--- src/rtl/ofpw_pkg.sv ---
package ofpw_pkg;

  localparam int DEF_FRAME_BYTES   = 512;
  localparam int DEF_REPORT_BYTES  = 32;
  localparam int DEF_PAYLOAD_BYTES = 24;

  // byte position counter saturates at its top value
  localparam int          POS_W   = 6;
  localparam logic [5:0]  POS_MAX = 6'd63;

  // report header
  localparam logic [7:0] HDR_0 = 8'h55;
  localparam logic [7:0] HDR_1 = 8'h4F;
  localparam logic [7:0] HDR_2 = 8'h01;

  localparam logic [7:0] CMD_WRITE = 8'd1;
  localparam logic [7:0] CMD_CLEAR = 8'd2;
  localparam logic [7:0] CMD_STOCK = 8'd3;

  localparam logic [1:0] MODE_REPORT = 2'd0;
  localparam logic [1:0] MODE_FETCH  = 2'd1;
  localparam logic [1:0] MODE_ACK    = 2'd2;

  localparam logic [2:0] ST_PENDING = 3'd0;
  localparam logic [2:0] ST_WRITTEN = 3'd1;
  localparam logic [2:0] ST_CLEARED = 3'd2;
  localparam logic [2:0] ST_STOCK   = 3'd3;
  localparam logic [2:0] ST_REJECT  = 3'd4;
  localparam logic [2:0] ST_IGNORED = 3'd5;

  typedef struct packed {
    logic [1:0] mode;
    logic [7:0] report_byte;
    logic       last_byte;
    logic [8:0] fetch_address;
  } in_t;

  typedef struct packed {
    logic [2:0] status;
    logic [7:0] pixel_byte;
    logic       host_enabled;
    logic       frame_dirty;
  } out_t;

  // parsed report fields handed to the sequencer
  typedef struct packed {
    logic [7:0]  command_code;
    logic [15:0] write_offset;
    logic [7:0]  write_count;
    logic        fin_ok;
  } rpt_t;

  typedef enum logic [1:0] {
    S_CLEAR,
    S_IDLE,
    S_EXEC,
    S_COPY
  } state_t;

endpackage

--- src/rtl/ofpw_parse.sv ---
module ofpw_parse import ofpw_pkg::*; #(
  parameter int REPORT_BYTES  = DEF_REPORT_BYTES,
  parameter int PAYLOAD_BYTES = DEF_PAYLOAD_BYTES,
  localparam int PIW = (PAYLOAD_BYTES > 1) ? $clog2(PAYLOAD_BYTES) : 1
) (
  input  logic           clk,
  input  logic           rst,
  input  logic           take,
  input  logic [7:0]     rbyte,
  input  logic           last,
  input  logic [PIW-1:0] stage_idx,
  output logic [7:0]     stage_data,
  output rpt_t           rpt
);

  logic [POS_W-1:0] pos;
  logic             hdr_good;
  logic [7:0]       command_code;
  logic [15:0]      write_offset;
  logic [7:0]       write_count;
  logic             fin_ok;
  logic [7:0]       stage [PAYLOAD_BYTES];

  logic             in_window;
  logic             length_ok;
  logic             stage_hit;
  logic [POS_W-1:0] stage_off;

  assign in_window = (7'(pos) < 7'(REPORT_BYTES)) && hdr_good;
  assign length_ok = (7'(pos) == 7'(REPORT_BYTES - 1));
  assign stage_off = pos - POS_W'(8);
  assign stage_hit = in_window && (7'(pos) >= 7'd8) && (7'(pos) < 7'(PAYLOAD_BYTES + 8));

  always_ff @(posedge clk) begin
    if (rst) begin
      pos          <= '0;
      hdr_good     <= 1'b1;
      command_code <= '0;
      write_offset <= '0;
      write_count  <= '0;
      fin_ok       <= 1'b0;
    end else if (take) begin
      if (in_window) begin
        if (pos == 6'd0 && rbyte != HDR_0) begin
          hdr_good <= 1'b0;
        end else if (pos == 6'd1 && rbyte != HDR_1) begin
          hdr_good <= 1'b0;
        end else if (pos == 6'd2 && rbyte != HDR_2) begin
          hdr_good <= 1'b0;
        end else if (pos == 6'd3) begin
          command_code <= rbyte;
        end else if (pos == 6'd4) begin
          write_offset[7:0] <= rbyte;
        end else if (pos == 6'd5) begin
          write_offset[15:8] <= rbyte;
        end else if (pos == 6'd6) begin
          write_count <= rbyte;
        end
      end
      if (last) begin
        // header bytes come long before the final byte of a good-length report
        fin_ok   <= hdr_good && length_ok;
        pos      <= '0;
        hdr_good <= 1'b1;
      end else begin
        if (7'(pos) >= 7'(REPORT_BYTES - 1)) begin
          hdr_good <= 1'b0;
        end
        if (pos != POS_MAX) begin
          pos <= pos + POS_W'(1);
        end
      end
    end
  end

  always_ff @(posedge clk) begin
    if (take && stage_hit) begin
      stage[stage_off[PIW-1:0]] <= rbyte;
    end
  end

  assign stage_data = stage[stage_idx];
  assign rpt = '{command_code: command_code, write_offset: write_offset,
                 write_count: write_count, fin_ok: fin_ok};

endmodule

--- config.mk ---
export PLATFORM = sky130hd
export DESIGN_NAME = ofpw_parse
export DESIGN_NICKNAME = d
export VERILOG_FILES = /design/src/rtl/ofpw_pkg.sv /design/src/rtl/ofpw_parse.sv
export SDC_FILE = /design/constraint.sdc
export NUM_CORES = 1
export LEC_CHECK = 0
export BUFFER_PORTS_ARGS = -buffer_cell sky130_fd_sc_hd__buf_2
export CELL_PAD_IN_SITES_DETAIL_PLACEMENT = 1
export CELL_PAD_IN_SITES_GLOBAL_PLACEMENT = 2
export CORE_AREA = 3 3 147 149
export DETAILED_ROUTE_END_ITERATION = 7
export DIE_AREA = 0 0 150 152
export PLACE_DENSITY_LB_ADDON = 0.1
export SLEW_MARGIN = 0
export SYNTH_ARGS = -nofsm -noshare
export SYNTH_HDL_FRONTEND = slang
export SYNTH_SLANG_ARGS = --single-unit
--- constraint.sdc ---
create_clock -name clk -period 3.3 [get_ports clk]
set_input_delay 0.66 -clock clk [delete_from_list [all_inputs] [get_ports clk]]
set_output_delay 0.66 -clock clk [all_outputs]
set_load 0.005 [all_outputs]
After elaboration in Yosys (flattened, before gate mapping)
Memory sizes are Yosys's and may differ from the RTL's.
Cells that the tools add are included.
{"block": "word_totals", "register_bits": 40, "mem_bits_rw": 192, "input_bits": 17, "mem_count": 1}
{"block": "op_classes", "add_sub_neg": 2, "order_cmp": 3, "eq_ne": 11, "mux": 10, "n_bitwise": 6, "n_reduce_logical": 19}
{"name": "stage", "words": 24, "width": 8, "read_ports": 1, "rd_ports_with_merged_regs": 0, "write_ports": 1, "line": "ofpw_parse.sv:22", "text": "logic [7:0] stage [PAYLOAD_BYTES];"}
{"op": "6-bit by 3-bit equality test with 1-bit output, second input constant", "count": 3}
{"op": "8-bit by 7-bit != test with 1-bit output, second input constant", "count": 2}
{"op": "6-bit by 2-bit equality test with 1-bit output, second input constant", "count": 2}
{"op": "6-bit 2-to-1 mux", "count": 2}
{"op": "9-bit AND reduction", "count": 1}
{"op": "1-bit logical AND", "count": 8}
{"op": "1-bit 2-to-1 mux", "count": 8}
{"op": "8-bit by 1-bit != test with 1-bit output, second input constant", "count": 1}
{"op": "8-bit AND reduction", "count": 1}
{"op": "7-bit AND reduction", "count": 1}
{"op": "6-bit by 1-bit adder with 6-bit output, second input constant", "count": 1}
{"op": "6-bit by 1-bit equality test with 1-bit output, second input constant", "count": 1}
{"op": "6-bit by 5-bit equality test with 1-bit output, second input constant", "count": 1}
{"op": "6-bit by 4-bit greater-or-equal comparator with 1-bit output, second input constant", "count": 1}
{"op": "6-bit by 5-bit greater-or-equal comparator with 1-bit output, second input constant", "count": 1}
{"op": "6-bit logical NOT", "count": 1}
{"op": "6-bit less-than comparator, second input constant", "count": 1}
{"op": "6-bit != test, second input constant", "count": 1}
{"op": "1-bit inverter", "count": 6}
{"op": "6-bit AND reduction", "count": 1}
{"op": "5-bit nonzero test", "count": 1}
{"op": "5-bit by 4-bit subtractor with 5-bit output, second input constant", "count": 1}
{"op": "2-bit AND reduction", "count": 2}
{"op": "3-bit AND reduction", "count": 1}
{"op": "2 further kinds", "count": 2}

Longest topological paths before layout
{"block": "depth", "depth_word": 8, "mapped_depth": 6}

Worst setup path after synthesis
Ideal clock, no wire load.
{"block": "synth_timing", "path_type": "input-to-output", "startpoint": "input port stage_idx[0]", "endpoint": "output port stage_data[2]", "arrival_ns": 2.156, "required_ns": 2.640, "path_slack_ns": 0.484, "stages": 6, "n_path_buf": 2, "path_cell_list": "buf_2 -> buf_2 -> mux4_2 -> a22o_1 -> a21oi_1 -> o21ai_0"}
{"block": "synth_via", "elab_chain_len": 1}
{"item": "start, declared", "line": "ofpw_parse.sv:11", "text": "input logic [PIW-1:0] stage_idx,"}
{"item": "memory 24 x 8 bit"}
{"item": "end, declared", "line": "ofpw_parse.sv:12", "text": "output logic [7:0] stage_data,"}
Every way passes these cells.

Worst setup path in the final report
{"block": "layout_timing", "startpoint": "input port stage_idx[0]", "endpoint": "output port stage_data[7]"}
The elaborated chain is that of the path after synthesis.

==> flow_summary.ini <==
[synthesis]
async_reset_ff_frac = 0
ys_seq_area_frac = 0.716
synth_cell_types = 38
ys_ff_latch = 232
synth_ff_type = edfxtp_1
syn_area_per_cell_sq_um = 17.8
ys_warn_count = 0
syn_area_sq_um = 9170
synth-edff-count = 192
syn_inst = 514
syn_nets = 535

[routing]
drc = 0
num_vias = 4914
totalWireLength_um = 21700
initialDrtViolationCount = 276
viasPerCell = 5.50
first_pass_iters = 6
wl_per_cell_um = 24.2
ant_nets = 0

[clocking]
clock-sinks = 232
cts_setup_buffers = 0
cts_inserted_buffers = 24
cts_buffer_depth = 3
clk_latency_ns = 0.51
cts_root_buffer = clkbuf_16
cts.clk_slew.worst_paths_ns = 0.06
cts_tree = built
ctsHoldBuffers = 0
ctsHtreeMaxLevel = 1
ctsResizeCount = 0

[global_routing]
grt_use_met1 = 0.252
grt_max_degree = 46
antenna_found_initial = 1
grt_pass1_wl_um = 33400
grt_pass1_vias = 5422
overflow = 0
globalRouteTotalUtil = 0.195
grt.busiest_layer = met2
met2_usage = 0.325
met3_usage = 0.0471

[worst_setup_path]
critical_path_buf_inv_count = 4
path_class = input pin to output pin
crit_cells = 7
r2r_cells = 5
cp_cell_sequence = buf_2 > buf_12 > buf_4 > mux4_2 > mux2i_1 > o21ai_0 > buf_2
startpoint_type = input pin
cp_slowest_cell = mux4_2
crit_top_cell = buf_2
crit_fanout = 24
cpPeakStageDelay_ns = 0.57
worstPathArrival_ns = 2.43
end_kind = output pin
required_ns = 2.64
critical_path.top_delay_family = buffers and inverters

[layout]
num_antenna_cells = 0
fin_cells = 894
seq_area_sq_um = 6570
drive_above_1_share = 0.303
fill_cells = 1936
syn_to_final_growth_pct = 16.9
fin_nets = 627
multi_input_area_sq_um = 2480

[timing]
holdWs_ns = 0.466
fin_crit_sh = 0.936
setup_tns_ns = 0
worst_pin_slew_ns = 0.982
fmax_mhz = 324
hold_viol = 0
post-route-min-period_ns = 3.09
slew_violations = 0
max-slew-margin-rel = 0.339
fin_worst_skew_ns = 0.0131
finalSetupViolCount = 0
grt_setup_unrepaired = no

[worst_hold_path]
whs_path_depth = 2
min_path_type = input pin to flip-flop

[placed_design]
routabilityCongestion = 0.814
dp.cells = 850
place.port_buffers = 57
dpl.hpwl_um = 14600

[die]
die_x_um = 150
core_area_sq_um = 20300
rows = 52
start_util = 0.452
ios = 58
die-area_sq_um = 22800
die_y_um = 152

[power]
ir_drop_v = 0.000386
power_density_nw_per_um2 = 562
power.total_mw = 6.03
p_leak_nw = 3.71

[run]
maxCapViolCount = 0

[outcome]
status = completed
[final cells by class]
type | count | share of cell area
multi-input combinational | 253 | 0.231
clock buffer | 31 | 0.0623
tap | 270 | 0.0315
inverter | 3 | 0.00105
timing repair buffer | 92 | 0.0523
sequential | 232 | 0.613
clock inverter | 13 | 0.00887
[per-layer routing]
| layer | wire length (um) | part of all wire |
|---|---|---|
| met1 | 9010 | 0.42 |
| met2 | 10700 | 0.49 |
| met3 | 1340 | 0.062 |
| met4 | 602 | 0.028 |
| met5 | 17 | 0.00078 |
[cell usage in the layout, fill, tap and decap left out, types with 5 or more instances in the layout]
cell and instances:
mux2_2 8, clkinv_2 5, nand3b_1 5, a22o_1 8, mux4_2 48, clkbuf_16 25
buf_4 34, nand4_1 5, mux2i_1 40, o21ai_0 11, edfxtp_1 192, nor2_1 52
a21oi_1 13, nand2b_1 19, nand2_1 9, dfxtp_1 40, buf_2 57
[worst paths after layout]
check | start | endpoint | slack, ns
setup / recovery | stage_idx[0] | stage_data[7] | 0.21
hold / removal | take | hdr_good | 0.47
setup reg to reg | pos[0] | pos[1] | 1.03
hold reg to reg | fin_ok | fin_ok | 0.47
[registers in the layout (all words and copies together), names as in the netlist]
register      cells
write_count       8
write_offset     16
hdr_good          1
command_code      8
pos               6
fin_ok            1
stage           192
[Yosys cell counts, drive strengths merged (5+ instances only)]
master | count | area [sq um]
nand2b | 19 | 119
a21oi | 13 | 65.1
mux4 | 48 | 1080
dfxtp | 40 | 801
mux2i | 40 | 400
nand2 | 9 | 33.8
nor2 | 52 | 195
nand4 | 5 | 31.3
edfxtp | 192 | 5770
mux2 | 8 | 90.1
o21ai | 11 | 55.1
a22o | 8 | 70.1
clkbuf | 16 | 60.1
nand3b | 5 | 37.5
buf | 10 | 55.1
[metrics by stage]
step | utilization | setup WS, ns | area [sq um]
after detailed placement | 0.491 | 0.202 | 9960
after global placement | 0.491 | 0.205 | 9960
after floorplan | - | 0.484 | 9170
final | 0.528 | 0.211 | 10700
after global routing | 0.528 | 0.0948 | 10700
after CTS | 0.528 | 0.205 | 10700
[kinds of logic after synthesis]
kind of cell | count (synthesis) | synth area share
AND/OR/NAND/NOR | 113 | 0.0664
flip-flops | 232 | 0.716
AO/OA/AOI/OAI | 40 | 0.0273
buffers and inverters | 29 | 0.0138
adder cells (fa/ha/maj) | 4 | 0.00546
multiplexers | 96 | 0.171
[power by group]
part	internal [mW]	switching, mW
registers	3.17	0.00265
logic	0.110	0.167
clock network	1.51	1.07
(Power assumes the default switching activity.)
